File: src/rtl/dmrpi_pkg.sv
`timescale 1ns / 1ps
`default_nettype none

package dmrpi_pkg;

	localparam int FRAC_BITS = 16;

	localparam int EL_W    = 20;
	localparam int ACC_W   = 20;
	localparam int GATE_W  = 16;
	localparam int TGT_W   = 20;
	localparam int MEAS_W  = 32;
	localparam int SPEED_W = 36;
	localparam int GOAL_W  = 48;
	localparam int WIDE_W  = 64;

	localparam int CFG_IDX_W  = 1;
	localparam int CFG_DATA_W = ACC_W;

	localparam logic [ACC_W-1:0]  ACC_RESET  = ACC_W'(9000);
	localparam logic [GATE_W-1:0] GATE_RESET = GATE_W'(200);

	// Input beat layout, lowest bit first.
	localparam int EL_LSB       = 0;
	localparam int LT_LSB       = EL_LSB + EL_W;
	localparam int RT_LSB       = LT_LSB + TGT_W;
	localparam int LM_LSB       = RT_LSB + TGT_W;
	localparam int RM_LSB       = LM_LSB + MEAS_W;
	localparam int IN_FIELDS_W  = RM_LSB + MEAS_W;
	localparam int IN_DATA_W    = ((IN_FIELDS_W + 7) / 8) * 8;
	localparam int OUT_FIELDS_W = 2 * SPEED_W + 2 * GOAL_W;
	localparam int OUT_DATA_W   = ((OUT_FIELDS_W + 7) / 8) * 8;

	// Multiply and divide-by-a-million unit, one per lane and shared by both of its passes.
	localparam int USEC_PER_S = 1000000;
	localparam int MD_A_W     = SPEED_W;
	localparam int MD_B_W     = EL_W;
	localparam int PROD_W     = MD_A_W + MD_B_W;
	localparam int STEP_DVD_W = ACC_W + EL_W + FRAC_BITS;
	localparam int DVD_W      = (PROD_W > STEP_DVD_W) ? PROD_W : STEP_DVD_W;
	localparam int REM_W      = $clog2(USEC_PER_S);
	localparam int PRE_W      = REM_W - 1;
	localparam int QUO_W      = DVD_W - PRE_W;
	localparam int MD_CNT_W   = $clog2((QUO_W > MD_B_W) ? QUO_W : MD_B_W);
	localparam logic [REM_W:0] DIVISOR = (REM_W + 1)'(USEC_PER_S);

	typedef logic signed [WIDE_W-1:0] wide_t;

	localparam wide_t SPEED_MAX = (wide_t'(1) <<< (SPEED_W - 1)) - wide_t'(1);
	localparam wide_t SPEED_MIN = -SPEED_MAX - wide_t'(1);
	localparam wide_t GOAL_MAX  = (wide_t'(1) <<< (GOAL_W - 1)) - wide_t'(1);
	localparam wide_t GOAL_MIN  = -GOAL_MAX - wide_t'(1);

	typedef enum logic [CFG_IDX_W-1:0] {
		REG_ACCEL = 1'b0,
		REG_GATE  = 1'b1
	} cfg_reg_t;

	typedef struct packed {
		logic              start;
		logic              scale;
		logic [MD_A_W-1:0] a;
		logic [MD_B_W-1:0] b;
	} md_req_t;

	typedef struct packed {
		logic             done;
		logic [QUO_W-1:0] quo;
	} md_rsp_t;

	typedef struct packed {
		logic start;
		logic align;
	} lane_cmd_t;

	function automatic logic signed [SPEED_W-1:0] sat_speed(input wide_t v);
		logic signed [SPEED_W-1:0] r;
		if (v > SPEED_MAX) begin
			r = SPEED_MAX[SPEED_W-1:0];
		end else if (v < SPEED_MIN) begin
			r = SPEED_MIN[SPEED_W-1:0];
		end else begin
			r = v[SPEED_W-1:0];
		end
		return r;
	endfunction

	function automatic logic signed [GOAL_W-1:0] sat_goal(input wide_t v);
		logic signed [GOAL_W-1:0] r;
		if (v > GOAL_MAX) begin
			r = GOAL_MAX[GOAL_W-1:0];
		end else if (v < GOAL_MIN) begin
			r = GOAL_MIN[GOAL_W-1:0];
		end else begin
			r = v[GOAL_W-1:0];
		end
		return r;
	endfunction

endpackage

`default_nettype wire

File: src/rtl/dmrpi_muldiv.sv
`timescale 1ns / 1ps
`default_nettype none

module dmrpi_muldiv
	import dmrpi_pkg::*;
(
	input  wire     clk,
	input  wire     arst_n,
	input  md_req_t req,
	output md_rsp_t rsp
);

	typedef enum logic [3:0] {
		MD_IDLE = 4'b0001,
		MD_MUL  = 4'b0010,
		MD_LOAD = 4'b0100,
		MD_DIV  = 4'b1000
	} md_state_t;

	md_state_t           state_q;
	logic [MD_CNT_W-1:0] cnt_q;
	logic                done_q;
	logic [MD_A_W-1:0]   a_q;
	logic                scale_q;
	logic [PROD_W:0]     mp_q;
	logic [REM_W-1:0]    rem_q;
	logic [QUO_W-1:0]    dq_q;

	logic [MD_A_W:0]     mp_sum;
	logic [DVD_W-1:0]    dvd;
	logic [REM_W:0]      trial;
	logic                trial_ge;

	// The product builds up one multiplier bit a cycle, least significant first; the
	// quotient then comes out one bit a cycle by restoring division.
	always_comb begin
		mp_sum = mp_q[PROD_W:MD_B_W] + {1'b0, a_q};
		dvd = DVD_W'(mp_q[PROD_W-1:0]);
		if (scale_q) begin
			dvd = dvd << FRAC_BITS;
		end
		trial = {rem_q, dq_q[QUO_W-1]};
		trial_ge = (trial >= DIVISOR);
	end

	always_ff @(posedge clk or negedge arst_n) begin
		if (!arst_n) begin
			state_q <= MD_IDLE;
			cnt_q <= '0;
			done_q <= 1'b0;
		end else begin
			done_q <= 1'b0;
			unique case (state_q)
				MD_IDLE: begin
					if (req.start) begin
						state_q <= MD_MUL;
						cnt_q <= MD_CNT_W'(MD_B_W - 1);
					end
				end
				MD_MUL: begin
					if (cnt_q == '0) begin
						state_q <= MD_LOAD;
					end else begin
						cnt_q <= cnt_q - 1'b1;
					end
				end
				MD_LOAD: begin
					state_q <= MD_DIV;
					cnt_q <= MD_CNT_W'(QUO_W - 1);
				end
				MD_DIV: begin
					if (cnt_q == '0) begin
						state_q <= MD_IDLE;
						done_q <= 1'b1;
					end else begin
						cnt_q <= cnt_q - 1'b1;
					end
				end
				default: begin
					state_q <= MD_IDLE;
				end
			endcase
		end
	end

	// The top bits of the dividend are below the divisor, so they preload the remainder.
	always_ff @(posedge clk) begin
		if (state_q == MD_IDLE && req.start) begin
			a_q <= req.a;
			scale_q <= req.scale;
			mp_q <= {{(MD_A_W + 1){1'b0}}, req.b};
		end
		if (state_q == MD_MUL) begin
			if (mp_q[0]) begin
				mp_q <= {1'b0, mp_sum, mp_q[MD_B_W-1:1]};
			end else begin
				mp_q <= {1'b0, mp_q[PROD_W:1]};
			end
		end
		if (state_q == MD_LOAD) begin
			rem_q <= REM_W'(dvd[DVD_W-1 -: PRE_W]);
			dq_q <= dvd[QUO_W-1:0];
		end
		if (state_q == MD_DIV) begin
			rem_q <= trial_ge ? REM_W'(trial - DIVISOR) : REM_W'(trial);
			dq_q <= {dq_q[QUO_W-2:0], trial_ge};
		end
	end

	assign rsp.done = done_q;
	assign rsp.quo = dq_q;

endmodule

`default_nettype wire

File: src/rtl/dmrpi_lane.sv
`timescale 1ns / 1ps
`default_nettype none

module dmrpi_lane
	import dmrpi_pkg::*;
(
	input  wire                      clk,
	input  wire                      arst_n,
	input  lane_cmd_t                cmd,
	input  wire [EL_W-1:0]           elapsed,
	input  wire signed [TGT_W-1:0]   target,
	input  wire signed [MEAS_W-1:0]  meas,
	input  wire [ACC_W-1:0]          acc,
	input  wire [GATE_W-1:0]         gate,
	output logic signed [SPEED_W-1:0] speed,
	output logic signed [GOAL_W-1:0]  goal,
	output logic                     busy
);

	typedef enum logic [4:0] {
		L_IDLE  = 5'b00001,
		L_STEP  = 5'b00010,
		L_RAMP  = 5'b00100,
		L_INCGO = 5'b01000,
		L_INC   = 5'b10000
	} lane_state_t;

	lane_state_t               state_q;
	logic signed [SPEED_W-1:0] speed_q;
	logic signed [GOAL_W-1:0]  goal_q;
	logic signed [SPEED_W-1:0] tgt_q;
	logic signed [MEAS_W-1:0]  meas_q;
	logic [EL_W-1:0]           el_q;
	logic                      gate_ok_q;
	logic                      neg_q;

	md_req_t                   md_req;
	md_rsp_t                   md_rsp;

	wide_t                     diff;
	wide_t                     step_w;
	wide_t                     gap;
	wide_t                     gate_w;
	wide_t                     inc_w;
	logic signed [SPEED_W-1:0] speed_next;
	logic [SPEED_W-1:0]        speed_mag;
	logic                      gate_ok;

	dmrpi_muldiv u_muldiv (
		.clk    (clk),
		.arst_n (arst_n),
		.req    (md_req),
		.rsp    (md_rsp)
	);

	always_comb begin
		diff = wide_t'(speed_q) - wide_t'(tgt_q);
		step_w = wide_t'(md_rsp.quo);
		if (diff <= step_w && diff >= -step_w) begin
			speed_next = tgt_q;
		end else if (diff > step_w) begin
			speed_next = SPEED_W'(wide_t'(speed_q) - step_w);
		end else begin
			speed_next = SPEED_W'(wide_t'(speed_q) + step_w);
		end

		// Integration is allowed only while the goal stays strictly inside the gate.
		gap = wide_t'(goal_q) - (wide_t'(meas_q) <<< FRAC_BITS);
		gate_w = wide_t'(gate) <<< FRAC_BITS;
		gate_ok = (gap < gate_w) && (gap > -gate_w);

		speed_mag = speed_q[SPEED_W-1] ? SPEED_W'(-speed_q) : speed_q;
		inc_w = neg_q ? -wide_t'(md_rsp.quo) : wide_t'(md_rsp.quo);

		md_req.start = ((state_q == L_IDLE) && cmd.start && !cmd.align)
			|| (state_q == L_INCGO);
		md_req.scale = (state_q == L_IDLE);
		md_req.a = (state_q == L_IDLE) ? MD_A_W'(acc) : speed_mag;
		md_req.b = (state_q == L_IDLE) ? elapsed : el_q;
	end

	always_ff @(posedge clk or negedge arst_n) begin
		if (!arst_n) begin
			state_q <= L_IDLE;
			speed_q <= '0;
			goal_q <= '0;
		end else begin
			unique case (state_q)
				L_IDLE: begin
					if (cmd.start) begin
						if (cmd.align) begin
							goal_q <= sat_goal(wide_t'(meas) <<< FRAC_BITS);
						end else begin
							state_q <= L_STEP;
						end
					end
				end
				L_STEP: begin
					if (md_rsp.done) begin
						state_q <= L_RAMP;
					end
				end
				L_RAMP: begin
					speed_q <= speed_next;
					state_q <= L_INCGO;
				end
				L_INCGO: begin
					state_q <= L_INC;
				end
				L_INC: begin
					if (md_rsp.done) begin
						if (gate_ok_q) begin
							goal_q <= sat_goal(wide_t'(goal_q) + inc_w);
						end
						state_q <= L_IDLE;
					end
				end
				default: begin
					state_q <= L_IDLE;
				end
			endcase
		end
	end

	always_ff @(posedge clk) begin
		if (state_q == L_IDLE && cmd.start) begin
			tgt_q <= sat_speed(wide_t'(target) <<< FRAC_BITS);
			meas_q <= meas;
			el_q <= elapsed;
		end
		if (state_q == L_RAMP) begin
			gate_ok_q <= gate_ok;
		end
		if (state_q == L_INCGO) begin
			neg_q <= speed_q[SPEED_W-1];
		end
	end

	assign speed = speed_q;
	assign goal = goal_q;
	assign busy = (state_q != L_IDLE);

endmodule

`default_nettype wire

File: src/rtl/dual_motor_ramp_position_integrator_unit.sv
// Speed ramp and gated goal-position integrator for two motors. Each input beat is a
// control tick or, with s_tuser set, an align request that copies the measured positions
// into the goals. A tick makes two passes through each motor's bit-serial multiply and
// divide-by-a-million unit (20 multiply steps and 37 quotient bits per pass), the first for
// the acceleration step and the second for the position increment. One item is worked on at
// a time, and a new beat is taken while the previous result still waits on the output.
// Configuration writes are taken in any cycle and must be made while idle.
`timescale 1ns / 1ps
`default_nettype none

module dual_motor_ramp_position_integrator_unit
	import dmrpi_pkg::*;
(
	input  wire                  clk,
	input  wire                  arst_n,
	input  wire                  s_tvalid,
	output logic                 s_tready,
	// elapsed_us, left_target_speed, right_target_speed, left_measured_position,
	// right_measured_position, zero padding
	input  wire [IN_DATA_W-1:0]  s_tdata,
	// action
	input  wire                  s_tuser,
	output logic                 m_tvalid,
	input  wire                  m_tready,
	// left_speed, right_speed, left_goal_position, right_goal_position
	output logic [OUT_DATA_W-1:0] m_tdata,
	input  wire                  cfg_valid,
	output logic                 cfg_ready,
	input  wire [CFG_IDX_W-1:0]  cfg_index,
	input  wire [CFG_DATA_W-1:0] cfg_data
);

	typedef enum logic [2:0] {
		T_IDLE = 3'b001,
		T_BUSY = 3'b010,
		T_PEND = 3'b100
	} top_state_t;

	top_state_t                state_q;
	logic [ACC_W-1:0]          acc_q;
	logic [GATE_W-1:0]         gate_q;
	logic                      m_tvalid_q;
	logic [OUT_DATA_W-1:0]     m_tdata_q;

	logic                      accept;
	logic                      load;
	lane_cmd_t                 lane_cmd;
	logic signed [SPEED_W-1:0] l_speed;
	logic signed [SPEED_W-1:0] r_speed;
	logic signed [GOAL_W-1:0]  l_goal;
	logic signed [GOAL_W-1:0]  r_goal;
	logic                      l_busy;
	logic                      r_busy;

	assign s_tready = (state_q == T_IDLE);
	assign accept = s_tvalid && s_tready;
	assign lane_cmd.start = accept;
	assign lane_cmd.align = s_tuser;
	assign cfg_ready = 1'b1;

	assign load = (((state_q == T_BUSY) && !l_busy && !r_busy) || (state_q == T_PEND))
		&& (!m_tvalid_q || m_tready);

	dmrpi_lane u_left (
		.clk     (clk),
		.arst_n  (arst_n),
		.cmd     (lane_cmd),
		.elapsed (s_tdata[EL_LSB +: EL_W]),
		.target  (s_tdata[LT_LSB +: TGT_W]),
		.meas    (s_tdata[LM_LSB +: MEAS_W]),
		.acc     (acc_q),
		.gate    (gate_q),
		.speed   (l_speed),
		.goal    (l_goal),
		.busy    (l_busy)
	);

	dmrpi_lane u_right (
		.clk     (clk),
		.arst_n  (arst_n),
		.cmd     (lane_cmd),
		.elapsed (s_tdata[EL_LSB +: EL_W]),
		.target  (s_tdata[RT_LSB +: TGT_W]),
		.meas    (s_tdata[RM_LSB +: MEAS_W]),
		.acc     (acc_q),
		.gate    (gate_q),
		.speed   (r_speed),
		.goal    (r_goal),
		.busy    (r_busy)
	);

	always_ff @(posedge clk or negedge arst_n) begin
		if (!arst_n) begin
			acc_q <= ACC_RESET;
			gate_q <= GATE_RESET;
		end else if (cfg_valid) begin
			unique case (cfg_reg_t'(cfg_index))
				REG_ACCEL: begin
					acc_q <= cfg_data[ACC_W-1:0];
				end
				REG_GATE: begin
					gate_q <= cfg_data[GATE_W-1:0];
				end
				default: begin
				end
			endcase
		end
	end

	// The result waits in the lanes when the output register is still full.
	always_ff @(posedge clk or negedge arst_n) begin
		if (!arst_n) begin
			state_q <= T_IDLE;
			m_tvalid_q <= 1'b0;
		end else begin
			if (load) begin
				m_tvalid_q <= 1'b1;
			end else if (m_tready) begin
				m_tvalid_q <= 1'b0;
			end
			unique case (state_q)
				T_IDLE: begin
					if (accept) begin
						state_q <= T_BUSY;
					end
				end
				T_BUSY: begin
					if (load) begin
						state_q <= T_IDLE;
					end else if (!l_busy && !r_busy) begin
						state_q <= T_PEND;
					end
				end
				T_PEND: begin
					if (load) begin
						state_q <= T_IDLE;
					end
				end
				default: begin
					state_q <= T_IDLE;
				end
			endcase
		end
	end

	always_ff @(posedge clk) begin
		if (load) begin
			m_tdata_q <= OUT_DATA_W'({r_goal, l_goal, r_speed, l_speed});
		end
	end

	assign m_tvalid = m_tvalid_q;
	assign m_tdata = m_tdata_q;

endmodule

`default_nettype wire
File: config.mk
export PLATFORM = sky130hd
export DESIGN_NAME = dual_motor_ramp_position_integrator_unit
export DESIGN_NICKNAME = d
export VERILOG_FILES = /design/src/rtl/dmrpi_pkg.sv /design/src/rtl/dmrpi_muldiv.sv /design/src/rtl/dmrpi_lane.sv /design/src/rtl/dual_motor_ramp_position_integrator_unit.sv
export SDC_FILE = /design/constraint.sdc
export NUM_CORES = 2
export LEC_CHECK = 0
export CAP_MARGIN = 20
export CORE_MARGIN = 10
export CORE_UTILIZATION = 55
export DETAILED_ROUTE_END_ITERATION = 8
export DONT_BUFFER_PORTS = 1
export MAX_ROUTING_LAYER = met4
export PLACE_DENSITY = 0.7
export SKIP_LAST_GASP = 1
export SYNTH_ARGS = -nofsm -noshare
export SYNTH_HDL_FRONTEND = slang
export SYNTH_SLANG_ARGS = --single-unit
File: constraint.sdc
create_clock -name clk -period 14.1 [get_ports clk]
set_input_delay 4.23 -clock clk [delete_from_list [all_inputs] [get_ports clk]]
set_output_delay 4.23 -clock clk [all_outputs]
set_load 0.01 [all_outputs]
==> reports/results.ini <==
[outcome]
status = complete, no violations

[drt]
drt_pass1_iterations = 6
drc_errors = 0
wirelength_um = 208300
drt_iter0_drc = 5435
wl_per_cell_um = 23.57
vias = 55230
ant_nets = 0
viasPerCell = 6.249

[critical_path]
endpoint_kind = register
max_stage_delay_ns = 0.59
reg2reg_slack_ns = 4.25
slowest_stage = a31oi_1
cp.arrival_ns = 10.48
path_common_cell = o21ai_0
path_class = register to register
cp-start-kind = register
critPathTopFamily = compound AO/OA/AOI/OAI gates
critPathMaxFanout = 24
cp.buffers_inverters = 1
worstPathRequired_ns = 14.73

[place]
post_dp_cell_area_um2 = 68420
place_inst = 8610
gp_congestion = 0.9780
io_buffers = 0
hpwlAfterDp_um = 159100
pre_cts_slack_ns = 4.486

[sta]
tightest_slew_ns = 1.119
final.min_clock_period_ns = 9.850
setup_slack_ns = 4.250
relSlewSlack_pct = 25.04
fin_setup_tns_ns = 0
setup_viol = 0
fin_crit_sh_pct = 69.86
hold_viol_final = 0
skew_ns = 0.02697
holdWs_ns = 0.5193
rsz0062_at_grt = no
finalMaxSlewViolations = 0
fmax_mhz = 101.5

[finish]
fillerInstances = 10570
design_area_um2 = 71910
drive_gt1_share_pct = 5.330
utilization_pct = 59.15
finalNonFillerCells = 8838
multi_input_area_um2 = 40080
ff_latch_area_um2 = 24520
nNetsFinal = 7960
synthToLayoutAreaGrowth_pct = 7.146

[global_route]
first_global_vias = 52120
grt_pass1_wl_um = 315100
grt-ovfl-total = 0
grt_max_degree = 241
antenna_found_initial = 31
grt_usage_pct = 30.25

[cts]
cts_hold_buf = 0
cts_setup_buffers = 0
cts_buffers = 95
root_buffer = clkbuf_16
cts_tree = built
clk_path_buf_depth = 3
cts_num_sinks = 856
cts-resized-gates = 0
cts_max_level = 3
clkTransAtPathRegs_ns = 0.07
insertion_delay_ns = 0.73

[logic_synthesis]
synth-seq-area-share_pct = 36.54
yosys_warnings = 0
synth-main-ff-cell = edfxtp_1
synthCells = 7264
synthArstFlopShare_pct = 28.04
netlist_area_um2 = 67110
synth_edf_count = 616
synth_cell_types = 102
avgSynthCellArea_um2 = 9.239
ys_seq_elements = 856

[job]
max_cap_violations = 0

[die]
fp.coreArea_um2 = 121600
start_util_pct = 55.21
fp.dieW_um = 369.3
num_rows = 128
dieArea_um2 = 136400
boundaryPins = 326
fp.dieH_um = 369.3

[power_and_ir_drop]
leakagePower_nw = 30.51
total_power_mw = 8.764
irDropWorstVdd_uv = 127.6
p_per_area_nw_per_um2 = 121.9

[worst_hold_path]
hp-class = register to register

## registers in the layout, summed over array words and instances, names as in the netlist, 37 cells and up
register / count
m_tdata: 168
u_left.u_muldiv.mp_q: 56
u_right.u_muldiv.mp_q: 56
u_left.goal: 48
u_right.goal: 48
u_left.u_muldiv.dq_q: 37
u_right.u_muldiv.dq_q: 37
## cell usage after synthesis (all sizes together) (97+ instances only)
cell    count  share of area [%]
nand2     786                4.4
ha        713                 13
edfxtp    616                 28
o21ai     516                3.8
a21oi     498                3.7
xnor2     456                6.0
nor2      420                2.4
inv       340                1.9
clkbuf    306                1.7
a21o      303                3.4
dfrtp     227                8.5
xor2      190                2.5
mux2i     173                2.6
nor3      149                1.2
or3       137                1.3
nor2b     131                1.2
nand4     130                1.2
nand3      97               0.73
## layout make-up
type                    count  area share [%]
multi-input cells        5719           55.74
flip-flops and latches    856           34.10
clock buffers             124           3.598
well taps                1625           2.828
inverters                 344           1.796
clock inverters            56           1.072
repair buffers             68          0.7099
diodes                     46          0.1601
## where the power goes
group	total (mW)	switching, mW	internal (mW)
Combinational	2.93	1.77	1.17
Sequential	3.12	0.199	2.92
Clock	2.71	1.15	1.56
Total	8.76	3.12	5.65
## layer usage
layer	track usage, %	up-vias	wire [µm]
met2	44.96	1861	91240
met1	41.20	26840	92480
met3	6.533	275	18810
met5	-	-	0
met4	9.090	0	5757
li1	-	26250	-
## kinds of logic after synthesis
family | count (synthesis) | share of synthesized area [%]
buffers and inverters | 692 | 3.930
AND/OR/NAND/NOR | 2219 | 16.24
AO/OA/AOI/OAI | 1917 | 18.10
other | 2 | 0.01119
multiplexers | 211 | 3.218
flip-flops | 856 | 36.54
adder cells (fa/ha/maj) | 721 | 13.53
XOR/XNOR | 646 | 8.431
## cell usage in the layout (no fill, tap or decap), drive strengths merged, types with 227 or more instances in the layout
cell type	instances
edfxtp	616
nor2	420
ha	713
a21o	303
nand2	786
dfrtp	227
a21oi	498
inv	357
xnor2	456
o21ai	516
## worst paths after layout
check / from / cells after the start / to
worst max-delay path: u_left.speed[16] / 40 / u_left.speed[34]
worst min-delay path: gate_q[14] / 1 / gate_q[14]
worst max register to register: u_left.speed[16] / 40 / u_left.speed[34]
worst min register to register: gate_q[14] / 1 / gate_q[14]
max in group asynchronous: arst_n / 0 / u_left.speed[35]
min in group asynchronous: arst_n / 0 / u_right.goal[32]
Note: power is estimated with default switching activity, not from simulation.
